[src/ctnp_pkg.sv]
`timescale 1ns / 1ps
// Shared types and constants of the command-argument number scanner.
// No dependencies; used by every module under src.
package ctnp_pkg;

  // Character codes with a meaning of their own
  localparam logic [7:0] CH_NUL   = 8'd0;
  localparam logic [7:0] CH_SPACE = 8'd32;

  // Digit value of a character that is no digit in any base
  localparam logic [5:0] DIGIT_NONE = 6'd63;

  localparam logic [5:0] BASE_AUTO  = 6'd0;
  localparam logic [5:0] BASE_OCT   = 6'd8;
  localparam logic [5:0] BASE_DEC   = 6'd10;
  localparam logic [5:0] BASE_HEX   = 6'd16;
  localparam logic [5:0] BASE_MIN   = 6'd2;
  localparam logic [5:0] BASE_MAX   = 6'd36;

  // Upper bound on token slots per parse
  localparam int MAX_FIELDS = 5;

  localparam logic [31:0] VALUE_SAT = 32'hFFFF_FFFF;

  // Configuration register indexes
  localparam logic [1:0] REG_NUMBER_BASE = 2'd0;
  localparam logic [1:0] REG_FIELD_COUNT = 2'd1;

  // One classified character, as queued between front and back
  typedef struct packed {
    logic       first;
    logic       is_nul;
    logic       is_space;
    logic       is_ws;
    logic       is_plus;
    logic       is_minus;
    logic       is_zero;
    logic       is_x;
    logic [5:0] digit;
  } item_t;

  typedef struct packed {
    logic [5:0] number_base;
    logic [2:0] field_count;
  } cfg_t;

  typedef struct packed {
    logic [2:0]  slot;
    logic [31:0] value;
    logic        present;
    logic [2:0]  fields_read;
    logic        last;
  } result_t;

endpackage

[src/ctnp_front.sv]
`timescale 1ns / 1ps
// Front end: classifies one incoming character into the flags the parser needs.
// Depends on ctnp_pkg.
module ctnp_front import ctnp_pkg::*; (
  input  logic [7:0] ch,
  input  logic       first,
  output item_t      item
);

  always_comb begin
    item          = '0;
    item.first    = first;
    item.is_nul   = (ch == CH_NUL);
    item.is_space = (ch == CH_SPACE);
    item.is_ws    = (ch inside {[8'd9:8'd13]});
    item.is_plus  = (ch == "+");
    item.is_minus = (ch == "-");
    item.is_zero  = (ch == "0");
    item.is_x     = (ch == "x") || (ch == "X");
    if (ch inside {["0":"9"]}) begin
      item.digit = 6'(ch - 8'h30);
    end else if (ch inside {["a":"z"]}) begin
      item.digit = 6'(ch - 8'h57);
    end else if (ch inside {["A":"Z"]}) begin
      item.digit = 6'(ch - 8'h37);
    end else begin
      item.digit = DIGIT_NONE;
    end
  end

endmodule

[src/ctnp_fifo.sv]
`timescale 1ns / 1ps
// Short queue of classified characters between front and back.
// Depends on ctnp_pkg for item_t.
module ctnp_fifo import ctnp_pkg::*; #(
  parameter int DEPTH = 4
) (
  input  logic  clk,
  input  logic  rst,
  input  logic  push,
  input  item_t push_item,
  output logic  full,
  input  logic  pop,
  output logic  not_empty,
  output item_t pop_item
);

  localparam int PTR_W = (DEPTH > 1) ? $clog2(DEPTH) : 1;
  localparam int CNT_W = $clog2(DEPTH + 1);

  item_t            mem [DEPTH];
  logic [PTR_W-1:0] wr_ptr;
  logic [PTR_W-1:0] rd_ptr;
  logic [CNT_W-1:0] count;

  assign full      = (count == CNT_W'(DEPTH));
  assign not_empty = (count != '0);
  assign pop_item  = mem[rd_ptr];

  always_ff @(posedge clk) begin
    if (push) begin
      mem[wr_ptr] <= push_item;
    end
  end

  always_ff @(posedge clk) begin
    if (rst) begin
      wr_ptr <= '0;
      rd_ptr <= '0;
      count  <= '0;
    end else begin
      if (push) begin
        wr_ptr <= (wr_ptr == PTR_W'(DEPTH - 1)) ? '0 : wr_ptr + 1'b1;
      end
      if (pop) begin
        rd_ptr <= (rd_ptr == PTR_W'(DEPTH - 1)) ? '0 : rd_ptr + 1'b1;
      end
      if (push && !pop) begin
        count <= count + 1'b1;
      end else if (pop && !push) begin
        count <= count - 1'b1;
      end
    end
  end

endmodule

[src/ctnp_back.sv]
`timescale 1ns / 1ps
// Back end: tokenizer and strtoul conversion with the result output register, one
// character per cycle while that register is empty or taken. Depends on ctnp_pkg.
module ctnp_back import ctnp_pkg::*; #(
  parameter int MAX_TOKEN = 255
) (
  input  logic    clk,
  input  logic    rst,
  input  cfg_t    cfg,
  input  logic    item_valid,
  input  item_t   item,
  output logic    item_pop,
  output logic    res_valid,
  input  logic    res_ready,
  output result_t res
);

  localparam int TL_W = $clog2(MAX_TOKEN + 1);

  typedef enum logic [2:0] {
    PH_WS, PH_PREFIX, PH_ZERO, PH_DIGITS, PH_STOP
  } conv_phase_t;

  // Parse state
  logic             parse_active;
  logic [2:0]       slot_index;
  logic [2:0]       token_count;
  logic [TL_W-1:0]  token_length;
  logic [31:0]      accumulator;
  logic             overflowed;
  logic             negative;
  conv_phase_t      conv_phase;
  logic [5:0]       eff_base;
  logic             swallow_next;

  logic             parse_active_next;
  logic [2:0]       slot_index_next;
  logic [2:0]       token_count_next;
  logic [TL_W-1:0]  token_length_next;
  logic [31:0]      accumulator_next;
  logic             overflowed_next;
  logic             negative_next;
  conv_phase_t      conv_phase_next;
  logic [5:0]       eff_base_next;
  logic             swallow_next_next;
  logic             emit;
  result_t          emit_res;

  logic             base_ok;
  logic [3:0]       slot_limit;
  logic [37:0]      mac;

  assign item_pop = item_valid && (!res_valid || res_ready);

  assign base_ok = (cfg.number_base == BASE_AUTO) ||
                   ((cfg.number_base >= BASE_MIN) && (cfg.number_base <= BASE_MAX));

  always_comb begin
    if (cfg.field_count == 3'd0) begin
      slot_limit = 4'd1;
    end else if ({1'b0, cfg.field_count} > 4'(MAX_FIELDS)) begin
      slot_limit = 4'(MAX_FIELDS);
    end else begin
      slot_limit = {1'b0, cfg.field_count};
    end
  end

  always_comb begin
    logic        done;
    logic        do_add;
    logic        end_slot;
    logic        end_nul;
    logic        present;
    logic [3:0]  slot_inc;
    logic [31:0] mag;

    parse_active_next = parse_active;
    slot_index_next   = slot_index;
    token_count_next  = token_count;
    token_length_next = token_length;
    accumulator_next  = accumulator;
    overflowed_next   = overflowed;
    negative_next     = negative;
    conv_phase_next   = conv_phase;
    eff_base_next     = eff_base;
    swallow_next_next = swallow_next;
    emit              = 1'b0;
    emit_res          = '0;
    done              = 1'b0;
    do_add            = 1'b0;
    end_slot          = 1'b0;
    end_nul           = 1'b0;
    mac               = '0;

    // A marked first character restarts the parse
    if (item.first) begin
      parse_active_next = 1'b1;
      slot_index_next   = '0;
      token_count_next  = '0;
      swallow_next_next = 1'b0;
      token_length_next = '0;
      accumulator_next  = '0;
      overflowed_next   = 1'b0;
      negative_next     = 1'b0;
      conv_phase_next   = PH_WS;
      eff_base_next     = '0;
    end

    if (!parse_active_next) begin
      // idle: character dropped
    end else if (swallow_next_next) begin
      swallow_next_next = 1'b0;
    end else if (item.is_nul) begin
      end_slot = 1'b1;
      end_nul  = 1'b1;
    end else if (item.is_space) begin
      end_slot = 1'b1;
    end else begin
      // strtoul front matter: whitespace, sign, radix prefix
      if (conv_phase_next == PH_WS) begin
        if (item.is_ws) begin
          done = 1'b1;
        end else if (item.is_plus || item.is_minus) begin
          negative_next   = item.is_minus;
          conv_phase_next = PH_PREFIX;
          done            = 1'b1;
        end else begin
          conv_phase_next = PH_PREFIX;
        end
      end
      if (!done && conv_phase_next == PH_PREFIX) begin
        done = 1'b1;
        if (item.is_zero &&
            (cfg.number_base == BASE_AUTO || cfg.number_base == BASE_HEX)) begin
          conv_phase_next = PH_ZERO;
        end else begin
          eff_base_next   = !base_ok ? 6'd0 :
                            (cfg.number_base == BASE_AUTO ? BASE_DEC : cfg.number_base);
          conv_phase_next = PH_DIGITS;
          do_add          = 1'b1;
        end
      end
      if (!done && conv_phase_next == PH_ZERO) begin
        done            = 1'b1;
        conv_phase_next = PH_DIGITS;
        if (item.is_x) begin
          eff_base_next = BASE_HEX;
        end else begin
          eff_base_next = !base_ok ? 6'd0 :
                          (cfg.number_base == BASE_AUTO ? BASE_OCT : cfg.number_base);
          do_add        = 1'b1;
        end
      end
      if (!done && conv_phase_next == PH_DIGITS) begin
        do_add = 1'b1;
      end

      // One multiply-accumulate step
      if (do_add) begin
        if (item.digit >= eff_base_next) begin
          conv_phase_next = PH_STOP;
        end else if (!overflowed_next) begin
          mac = (38'(accumulator_next) * 38'(eff_base_next)) + 38'(item.digit);
          if (mac[37:32] != '0) begin
            overflowed_next  = 1'b1;
            accumulator_next = '0;
          end else begin
            accumulator_next = mac[31:0];
          end
        end
      end

      token_length_next = token_length_next + 1'b1;
      if (token_length_next >= TL_W'(MAX_TOKEN)) begin
        swallow_next_next = 1'b1;
        end_slot          = 1'b1;
      end
    end

    present  = (token_length_next != '0);
    slot_inc = {1'b0, slot_index_next} + 4'd1;
    mag      = negative_next ? (32'd0 - accumulator_next) : accumulator_next;

    if (end_slot) begin
      if (present) begin
        token_count_next = token_count_next + 1'b1;
      end
      emit                 = 1'b1;
      emit_res.slot        = slot_index_next;
      emit_res.value       = !present ? 32'd0 : (overflowed_next ? VALUE_SAT : mag);
      emit_res.present     = present;
      emit_res.fields_read = token_count_next;
      emit_res.last        = end_nul || (slot_inc >= slot_limit);
      slot_index_next      = slot_inc[2:0];
      if (emit_res.last) begin
        parse_active_next = 1'b0;
      end
      token_length_next = '0;
      accumulator_next  = '0;
      overflowed_next   = 1'b0;
      negative_next     = 1'b0;
      conv_phase_next   = PH_WS;
      eff_base_next     = '0;
    end
  end

  always_ff @(posedge clk) begin
    if (rst) begin
      parse_active <= 1'b0;
      slot_index   <= '0;
      token_count  <= '0;
      token_length <= '0;
      accumulator  <= '0;
      overflowed   <= 1'b0;
      negative     <= 1'b0;
      conv_phase   <= PH_WS;
      eff_base     <= '0;
      swallow_next <= 1'b0;
      res_valid    <= 1'b0;
    end else begin
      if (item_pop) begin
        parse_active <= parse_active_next;
        slot_index   <= slot_index_next;
        token_count  <= token_count_next;
        token_length <= token_length_next;
        accumulator  <= accumulator_next;
        overflowed   <= overflowed_next;
        negative     <= negative_next;
        conv_phase   <= conv_phase_next;
        eff_base     <= eff_base_next;
        swallow_next <= swallow_next_next;
      end
      if (item_pop && emit) begin
        res_valid <= 1'b1;
      end else if (res_ready) begin
        res_valid <= 1'b0;
      end
    end
  end

  always_ff @(posedge clk) begin
    if (item_pop && emit) begin
      res <= emit_res;
    end
  end

endmodule

[src/cli_token_number_parser_core.sv]
`timescale 1ns / 1ps
// Top level of the command-argument number scanner: config registers, front
// classifier, word queue and conversion back end. Depends on ctnp_pkg.
//
// Usage:
//   s_*: one character word per beat, s_tdata[7:0] the byte, s_tuser marks the
//   first character of an argument string and restarts the parse. NUL ends
//   the string, a space separates token slots.
//   m_*: one word per ended slot (slot, value, present, fields_read);
//   m_tlast marks the word that finishes the parse.
//   Config channel: cfg_index 0 = number_base, 1 = field_count; always ready.
//   Write it only while idle: all results taken and the queue drained.
// Timing:
//   One character per cycle sustained while m_tready keeps up (one 32x6
//   multiply-accumulate each). An accepted character goes into the queue;
//   its result word is loaded into the output register when the back end pops it.
// Stall:
//   m_tready low holds the output word and stops the back end; once the
//   FIFO_DEPTH-word queue is full, s_tready drops.
// Reset: rst empties queue and output, drops any parse, base 10, one slot.
module cli_token_number_parser_core import ctnp_pkg::*; #(
  parameter int MAX_TOKEN  = 255,
  parameter int FIFO_DEPTH = 4
) (
  input  logic        clk,
  input  logic        rst,
  // Character stream
  input  logic        s_tvalid,
  output logic        s_tready,
  input  logic [7:0]  s_tdata,   // [7:0] ch
  input  logic        s_tuser,   // [0] first
  // Result stream
  output logic        m_tvalid,
  input  logic        m_tready,
  output logic [39:0] m_tdata,   // [2:0] slot, [34:3] value, [35] present,
                                 // [38:36] fields_read, [39] zero
  output logic        m_tlast,
  // Configuration writes
  input  logic        cfg_valid,
  output logic        cfg_ready,
  input  logic [1:0]  cfg_index,
  input  logic [5:0]  cfg_data
);

  cfg_t    cfg;
  item_t   front_item;
  item_t   queue_item;
  logic    queue_full;
  logic    queue_valid;
  logic    queue_pop;
  logic    s_fire;
  result_t res;

  assign cfg_ready = 1'b1;
  assign s_tready  = !queue_full;
  assign s_fire    = s_tvalid && s_tready;

  // Configuration registers
  always_ff @(posedge clk) begin
    if (rst) begin
      cfg.number_base <= BASE_DEC;
      cfg.field_count <= 3'd1;
    end else if (cfg_valid && cfg_ready) begin
      case (cfg_index)
        REG_NUMBER_BASE: cfg.number_base <= cfg_data;
        REG_FIELD_COUNT: cfg.field_count <= cfg_data[2:0];
        default: ;
      endcase
    end
  end

  ctnp_front u_front (
    .ch    (s_tdata),
    .first (s_tuser),
    .item  (front_item)
  );

  ctnp_fifo #(
    .DEPTH (FIFO_DEPTH)
  ) u_fifo (
    .clk       (clk),
    .rst       (rst),
    .push      (s_fire),
    .push_item (front_item),
    .full      (queue_full),
    .pop       (queue_pop),
    .not_empty (queue_valid),
    .pop_item  (queue_item)
  );

  ctnp_back #(
    .MAX_TOKEN (MAX_TOKEN)
  ) u_back (
    .clk        (clk),
    .rst        (rst),
    .cfg        (cfg),
    .item_valid (queue_valid),
    .item       (queue_item),
    .item_pop   (queue_pop),
    .res_valid  (m_tvalid),
    .res_ready  (m_tready),
    .res        (res)
  );

  assign m_tdata = {1'b0, res.fields_read, res.present, res.value, res.slot};
  assign m_tlast = res.last;

endmodule
[config.mk]
export PLATFORM = sky130hd
export DESIGN_NAME = cli_token_number_parser_core
export DESIGN_NICKNAME = d
export VERILOG_FILES = /design/src/ctnp_pkg.sv /design/src/ctnp_front.sv /design/src/ctnp_fifo.sv /design/src/ctnp_back.sv /design/src/cli_token_number_parser_core.sv
export SDC_FILE = /design/constraint.sdc
export NUM_CORES = 1
export LEC_CHECK = 0
export BUFFER_PORTS_ARGS = -buffer_cell sky130_fd_sc_hd__buf_2
export CAP_MARGIN = 20
export CORE_UTILIZATION = 50
export CTS_BUF_LIST = sky130_fd_sc_hd__clkbuf_16
export DETAILED_ROUTE_END_ITERATION = 8
export PLACE_DENSITY = 0.75
export SYNTH_ARGS = -nofsm -noshare
export SYNTH_HDL_FRONTEND = slang
export SYNTH_SLANG_ARGS = --single-unit
export TNS_END_PERCENT = 1
[constraint.sdc]
create_clock -name clk -period 11 [get_ports clk]
set_clock_uncertainty 0.05 [all_clocks]
set_input_delay 1.1 -clock clk [delete_from_list [all_inputs] [get_ports clk]]
set_output_delay 1.1 -clock clk [all_outputs]
set_load 0.05 [all_outputs]
* Word-level counts from Yosys, hierarchy flattened
Memories as Yosys holds them, arrays and structs flattened. A register that Yosys moved wholly into a read port is not among the register bits.
Index checks and enable logic that the tools add are counted.
W data, S select, Z words.
** Cells by class
- Add/sub/neg operators :: 12
- Multiply operators :: 1
- Div/mod/pow operators :: 0
- Magnitude comparators :: 14
- Equality and inequality tests :: 14
- Shift-type cells :: 0
- Mux-type cells :: 143
- Bitwise logic cells :: 0
- Reductions and logical operators :: 40
** Operators by type and width (number)
- $mux W32 :: 12
- $mux W6 :: 21
- $mux W3 :: 32
- $mux W1 :: 67
- $mux W8 :: 6
- $add A38 B6 Y38 :: 1
- $mul A32 B6 Y38 :: 1
- $eq A8 B6 Y1 const B :: 4
- $sub A1 B32 Y32 const A :: 1
- $eq A8 B7 Y1 const B :: 2
- $ge A8 B7 Y1 const B :: 2
- $le A8 B7 Y1 const B :: 2
- $logic_and A1 B1 Y1 :: 14
- $sub A6 B6 Y6 const B :: 2
- $add A8 B1 Y8 const B :: 1
- $ge A8 B4 Y1 const B :: 1
- $ge A8 B6 Y1 const B :: 1
- $ge A8 B8 Y1 const B :: 1
- $le A8 B4 Y1 const B :: 1
- $le A8 B6 Y1 const B :: 1
- $logic_not A8 Y1 :: 1
- $mux W2 :: 4
- $reduce_bool A8 Y1 :: 1
- $logic_not A1 Y1 :: 7
- 25 further kinds :: 38
** Storage, ports and cells
- Flip-flop bits (word level) :: 116
- Bits in latches :: 0
- Bits in writable memories :: 56
- Memory bits (read-only) :: 0
- Output and inout port bits :: 44
- Word-level logic and storage cells :: 246
- Memories :: 1
** Memory list
- u_fifo.mem :: depth 4, bits a word 14, rd ports 1, clocked after memory_dff 1, wr ports 1, line ctnp_fifo.sv:20 : item_t mem [DEPTH];

* Depth between registers and ports, before layout
Gate-level depths: netlist of run 1.
- Word-level depth :: 37
- Mapped depth :: 43
- Depth with buffers taken out :: 37

* Cells and area by module
Synthesis of run 1 repeated with hierarchy kept, for this count alone.
** Unflattened totals
- Cell total of the unflattened synthesis :: 1771
- Area, all modules :: 15881.5 µm²
** Modules (own cells, without submodules)
- ctnp_back :: times used 1, cells an instance 1536, area each 12484.5 µm², sequential area each 2402.3 µm²
- ctnp_fifo :: times used 1, cells an instance 117, area each 2489.9 µm², sequential area each 1861.8 µm²
- ctnp_front :: times used 1, cells an instance 73, area each 467.9 µm², sequential area each 0.0 µm²
- cli_token_number_parser_core :: times used 1, cells an instance 45, area each 439.2 µm², sequential area each 180.2 µm²

* Least setup slack after synthesis of run 1
Ideal clock, no wire load.
- Kind :: reg2reg
- Start :: register (tool-made name)
- End :: register, netlist name u_back.res[33]
- Data arrival time :: 9002 ps
- Required time :: 10680 ps
- Slack :: 1678 ps
- Stages on the path, launching flop included :: 42
- Path buffers :: 7
- Period minus slack after synthesis :: 9322 ps
- Cell sequence :: dfxtp_1 -> buf_2 -> buf_2 -> mux2i_1 -> mux2_2 -> clkbuf_1 -> clkbuf_1 -> nand2_1 -> nor3_1 -> nor3_1 -> a32oi_1 -> clkbuf_1 -> nor2_1 -> fa_1 -> inv_1 -> fa_1 -> inv_1 -> fa_1 -> (+6 left out) -> o311ai_0 -> a211oi_1 -> o21ai_0 -> nand4_1 -> nor4_1 -> clkbuf_1 -> buf_1 -> nand3_1 -> o21ai_0 -> inv_1 -> ha_1 -> o221a_2 -> nand3b_1 -> a21oi_1 -> nand2_1 -> o41a_1 -> xor2_1 -> a21oi_1

==> reports/metrics.cfg, run 1 <==
[logic_synthesis]
synthesis.area_mm2=0.0162
yosysTopAreaCellShare=0.178
synth.largest_area_cell=edfxtp_1
synthArstFlopShare=0
synth_nets=2123
ys_seq_area_frac=0.274
syn_inst=1864
synth_area_leaders=edfxtp_1, fa_1, dfxtp_1
ys_types=80
synth_edf_count=96
synth_seq_cells=174
yosysWarnings=0
synthFlopType=edfxtp_1
avgSynthCellArea_um2=8.70

[placement]
dp.cells=2257
io_buffers=63
place.gp.congestion=0.981
placed_area_mm2=0.0169
dp_hpwl_um=35500

[timing]
holdWs_ns=0.427
slew-limit-headroom=0.220
worst_pin_slew_ns=1.15
fin_crit_ns=10.24
fin_tns_setup_ns=0
timing_max_transition_violations_final=0
hold_violations=0
finalCritPeriodShare=0.931
max_freq_mhz=97.7
finalSetupViolations=0
rsz0062_at_grt=false

[setup_path]
cp_max_fo=16
crit_top_cell=fa_1
crit_path_start_kind=flip-flop
cp-end-kind=flip-flop
critPathMaxStageDelay_ns=0.67
critPathSlowestCell=a2111oi_0
reg2reg_depth=33
rrSetupSlack_ns=0.76
crit_end=u_back.res[21]$_SDFFCE_PN0P_
worstPathRequired_ns=11.12
arrival_ns=10.36
worstSetupPathType=flip-flop to flip-flop
timing.rr.end=u_back.res[21]$_SDFFCE_PN0P_

[clocking]
htreeDepth=4
clk_latency_ns=0.44
cts_tree=built
max-clock-path-buffers=2
cts.sinks=174
cts_root_buffer=clkbuf_16
cts_buffers=17
path_clk_slew_ns=0.07
postCtsSetupBuffers=0

[die]
die_area_mm2=0.0332
core_area_mm2=0.0317
die_x_um=182
die_h_um=182
initial_core_util=0.512
rows=65
pin_count=66

[global_route]
use_met3=0.0505
busiest_layer=met2
grt_use_met2=0.475
grt_pass1_wl_um=75700
grt-ovfl-total=0
met1_usage=0.370
grt_pass1_vias=14100
antenna_found_initial=0
grt_util_all_layers=0.290
grt_start_max_net_pins=76

[pwr]
swShare=0.483
pwr-share-comb=0.471
power.switching_uw=1310
p_leak_uw=0.00729
power_uw=2720
p_clk_frac=0.216
p_int_uw=1410
powerDensity_mw_per_mm2=155
power_frac_seq=0.313
ir_drop_v=0.000163

[finish]
fillCellCount=2788
layout-drive-gt1-share=0.0921
fin_area_mm2=0.0175
fin_cells=2291
nNetsFinal=2135
diodes=0
area_delta_synth_final_pct=7.91

[flow_run]
maxCapViolCount=0

[min_path]
min_path_type=flip-flop to flip-flop

[detailed_routing]
drtIter0Drc=1541
drtAntennaViolNets=0
finalWirelength_um=47100
drc_errors=0
num_vias=14600
post_drt_via_cell_ratio=6.36
avgRoutedWirePerCell_um=20.5
first_pass_iters=5

[outcome]
status=finished, final reports clean

-- stage by stage --
step / worst slack [ns] / utilization
detailed placement: 0.502 / 0.533
CTS: 0.540 / 0.551
global route: 0.0776 / 0.552
finish: 0.763 / 0.552
floorplan: 1.68 / -
global placement: 0.960 / 0.533
-- sequential cells by signal (all words and copies together), names as in the netlist, named ones only --
register and count:
u_back.res 40, u_back.token_count 3, u_fifo.wr_ptr 2, u_back.negative 1
u_back.swallow_next 1, u_back.res_valid 1, u_back.conv_phase 3, u_fifo.count 3
u_back.token_length 8, cfg 9, u_back.eff_base 6, u_fifo.mem 56
u_back.slot_index 3, u_back.overflowed 1, u_fifo.rd_ptr 2, u_back.accumulator 32
u_back.parse_active 1
-- logic make-up (layout without fill, tap and decap cells) --
family,count (synthesis),in the layout,share of synthesized area
compound gates,432,432,0.171
xor+xnor,70,70,0.0378
fa+ha+maj,237,237,0.241
buf+inv,167,192,0.0395
flops,174,174,0.274
mux,29,29,0.0288
other cells,2,2,0.000463
simple gates,753,753,0.208
-- Yosys cell counts, drive strengths merged (7+ instances only) --
| cell type | number |
|---|---|
| and2 | 15 |
| a31oi | 27 |
| o22ai | 11 |
| nor4 | 13 |
| o31ai | 7 |
| or3 | 14 |
| a22oi | 36 |
| nor2 | 366 |
| ha | 112 |
| edfxtp | 96 |
| a31o | 8 |
| or4 | 7 |
| mux2i | 14 |
| fa | 125 |
| a211oi | 16 |
| o21ai | 81 |
| nand2 | 157 |
| nor2b | 13 |
| mux4 | 14 |
| nand3 | 34 |
| nand4 | 18 |
| a21o | 22 |
| and3 | 18 |
| dfxtp | 78 |
| xnor2 | 32 |
| nand2b | 19 |
| or2 | 13 |
| nor3 | 49 |
| a32oi | 10 |
| xor2 | 38 |
| buf | 13 |
| inv | 70 |
| o211ai | 9 |
| a21oi | 139 |
| clkbuf | 84 |
-- layout make-up --
cell class	count	area, µm²	share of cell area
repair buffers	90	523	0.0299
multi-input cells	1523	11200	0.640
clock buffers	17	425	0.0243
flip-flops and latches	174	4450	0.254
well taps	402	503	0.0287
clock inverters	15	150	0.00858
inverters	70	263	0.0150
-- critical path, delay by kind of cell (launching register included) --
| kind | cells | cell delay, ns |
|---|---|---|
| mux | 1 | 0.57 |
| fa+ha+maj | 6 | 2.64 |
| xor+xnor | 1 | 0.17 |
| compound gates | 11 | 3.06 |
| buf+inv | 4 | 0.46 |
| flops | 1 | 0.43 |
| simple gates | 10 | 2.59 |
-- power by group through the flow --
stage / clock (µW) / sequential (µW) / combinational, µW
6_report: 587 / 852 / 1280
5_1_grt: 620 / 861 / 1360
4_1_cts: 593 / 851 / 1240
3_5_place_dp: 0 / 864 / 1230
3_3_place_gp: 0 / 861 / 1200
2_1_floorplan: 0 / 1020 / 713
-- worst min path at each step --
stage                               end  cells after the start                 from
global placement    cfg[0]$_SDFFE_PP1P_                      1  cfg[0]$_SDFFE_PP1P_
detailed placement  cfg[0]$_SDFFE_PP1P_                      1  cfg[0]$_SDFFE_PP1P_
floorplan           cfg[0]$_SDFFE_PP1P_                      1  cfg[0]$_SDFFE_PP1P_
global route        cfg[0]$_SDFFE_PP1P_                      1  cfg[0]$_SDFFE_PP1P_
CTS                 cfg[0]$_SDFFE_PP1P_                      1  cfg[0]$_SDFFE_PP1P_
finish              cfg[0]$_SDFFE_PP1P_                      1  cfg[0]$_SDFFE_PP1P_
-- layer usage --
| layer | vias to the layer above | share of wire |
|---|---|---|
| met2 | 747 | 0.47 |
| met3 | 129 | 0.077 |
| met1 | 7053 | 0.40 |
| li1 | 6645 | - |
| met4 | 0 | 0.049 |
| met5 | - | 0 |
-- cell usage in the layout, fill, tap and decap left out, types with 17 or more instances in the layout --
| master | n |
|---|---|
| a21o_1 | 22 |
| a21oi_1 | 136 |
| a22oi_1 | 36 |
| a31oi_1 | 27 |
| and3_1 | 18 |
| buf_2 | 63 |
| buf_4 | 25 |
| clkbuf_16 | 17 |
| dfxtp_1 | 77 |
| edfxtp_1 | 96 |
| fa_1 | 125 |
| ha_1 | 112 |
| inv_1 | 70 |
| nand2_1 | 157 |
| nand2b_1 | 19 |
| nand3_1 | 34 |
| nand4_1 | 18 |
| nor2_1 | 366 |
| nor3_1 | 46 |
| o21ai_0 | 75 |
| xnor2_1 | 32 |
| xor2_1 | 38 |
-- what timing repair did --
item                       in CTS  in global routing
setup endpoints to repair       0                  8
hold buffers                    0                  0
gates resized for setup         0                  3
(Power assumes the default switching activity.)
==> inputs of run 2 (changes only) <==
--- a/config.mk
+++ b/config.mk
@@ -10,7 +10,7 @@
 export CORE_UTILIZATION = 50
 export CTS_BUF_LIST = sky130_fd_sc_hd__clkbuf_16
 export DETAILED_ROUTE_END_ITERATION = 8
-export PLACE_DENSITY = 0.75
+export PLACE_DENSITY = 0.77
 export SYNTH_ARGS = -nofsm -noshare
 export SYNTH_HDL_FRONTEND = slang
 export SYNTH_SLANG_ARGS = --single-unit
==> constraint.sdc (replaced) <==
create_clock -name clk -period 9.3 [get_ports clk]
set_clock_uncertainty 0.05 [all_clocks]
set_input_delay 0.93 -clock clk [delete_from_list [all_inputs] [get_ports clk]]
set_output_delay 0.93 -clock clk [all_outputs]
set_load 0.05 [all_outputs]
==> reports/metrics.cfg, run 2 (synthesized netlist as in run 1, its figures left out) <==
[setup_path]
cp_max_fo=5
arrival_ns=9.18
critPathSlowestCell=or4_1
worstPathRequired_ns=9.45
crit_path_start_kind=flip-flop
critPathMaxStageDelay_ns=0.58
cp-end-kind=flip-flop
crit_top_cell=fa_1
worstSetupPathType=flip-flop to flip-flop

[detailed_routing]
num_vias=14800
post_drt_via_cell_ratio=6.36
drc_errors=0
finalWirelength_um=48100
first_pass_iters=5
drtAntennaViolNets=0
drtIter0Drc=1566
avgRoutedWirePerCell_um=20.7

[timing]
fin_tns_setup_ns=0
max_freq_mhz=111
slew-limit-headroom=0.324
hold_violations=0
fin_crit_ns=9.03
finalCritPeriodShare=0.971
holdWs_ns=0.442
finalSetupViolations=0
worst_pin_slew_ns=1.00
timing_max_transition_violations_final=0

[global_route]
grt_pass1_vias=14500
grt_start_max_net_pins=76
grt-ovfl-total=0
antenna_found_initial=0
grt_util_all_layers=0.295
grt_pass1_wl_um=77400

[finish]
area_delta_synth_final_pct=10.9
final_cell_mix=nor2_1, nand2_1, a21oi_1
top_register=u_fifo.mem
layout_commonest_cell=nor2_1
fin_cells=2325
reg_top3=u_fifo.mem: 56 flops, u_back.res: 40 flops, u_back.accumulator: 32 flops
largest_reg_flops=56
diodes=0
fin_area_mm2=0.0180
layout-drive-gt1-share=0.120
nNetsFinal=2169

[placement]
place.gp.congestion=0.995
dp.cells=2291
io_buffers=63
dp_hpwl_um=37100
placed_area_mm2=0.0172

[clocking]
postCtsSetupBuffers=0
cts_buffers=17
cts.sinks=174
clk_latency_ns=0.45
htreeDepth=4
cts_tree=built
cts_root_buffer=clkbuf_16
path_clk_slew_ns=0.07
hold_buffers=0
max-clock-path-buffers=2

[outcome]
status=finished, final reports clean

[die]
rows=65
die_area_mm2=0.0332
pin_count=66
core_area_mm2=0.0317
initial_core_util=0.512
die_x_um=182
die_h_um=182

[pwr]
ir_drop_v=0.000198
power_uw=3320
p_leak_uw=0.00756
powerDensity_mw_per_mm2=184

[min_path]
min_path_type=flip-flop to flip-flop

[flow_run]
maxCapViolCount=0

## run 2: cell types whose count changed in the layout (fill, tap and decap cells not counted), moves of 4 or more
cell	change
nor3_1	-5
buf_4	+27
nor3_2	+4
buf_6	+6
## run 2: layer usage
metal	track usage	vias to the layer above	wire length, µm
li1	-	6741	-
met2	0.496	769	23200
met1	0.382	7161	19400
met5	0	-	0
met3	0.0413	127	3580
met4	0.119	0	1920
## run 2: report_power, final
| part | total (µW) | switching [µW] | internal, µW |
|---|---|---|---|
| Combinational | 1590 | 1170 | 419 |
| Sequential | 997 | 54.0 | 943 |
| Clock | 728 | 328 | 400 |
## run 2: path summary, 6_finish.rpt
kind,start,endpoint,slack (ns),cells after the start
hold reg to reg,u_fifo.rd_ptr[1]$_SDFFE_PP0P_,u_fifo.rd_ptr[1]$_SDFFE_PP0P_,0.44,2
setup reg to reg,flip-flop,u_back.res[36]$_SDFFCE_PN0P_,0.27,30
hold / removal,u_fifo.rd_ptr[1]$_SDFFE_PP0P_,u_fifo.rd_ptr[1]$_SDFFE_PP0P_,0.44,2
setup / recovery,flip-flop,u_back.res[36]$_SDFFCE_PN0P_,0.27,30
## run 2: per-stage QoR
step / setup slack [ns] / util
after floorplan: 0.0273 / -
after global placement: 0.0557 / 0.541
after detailed placement: -0.212 / 0.541
after CTS: 0.0428 / 0.561
after global routing: -0.0847 / 0.567
final: 0.266 / 0.567
## run 2: critical path, delay by kind of cell (launching register included)
kind | cells | cell delay [ns]
xor gates and xnor gates | 1 | 0.17
and+or+nand+nor | 9 | 2.46
adders and majority gates | 5 | 2.37
muxes | 2 | 0.72
buffers and inverters | 4 | 0.32
DFF | 1 | 0.40
AOI/OAI and AO/OA | 9 | 2.26
## run 2: repair_timing
item | 4_1_cts | 5_1_grt
pin swaps | 0 | 4
hold endpoints to repair | 0 | 0
endpoints found under the setup margin | 8 | 22
resized for setup | 5 | 35
cloned | 0 | 0
## run 2: final cells by class
class,count,area [µm²]
multi-input combinational,1523,11400
clock buffer,17,425
timing repair buffer,124,826
fill,2817,13700
tap,402,503
sequential,174,4450
inverter,70,263
clock inverter,15,165
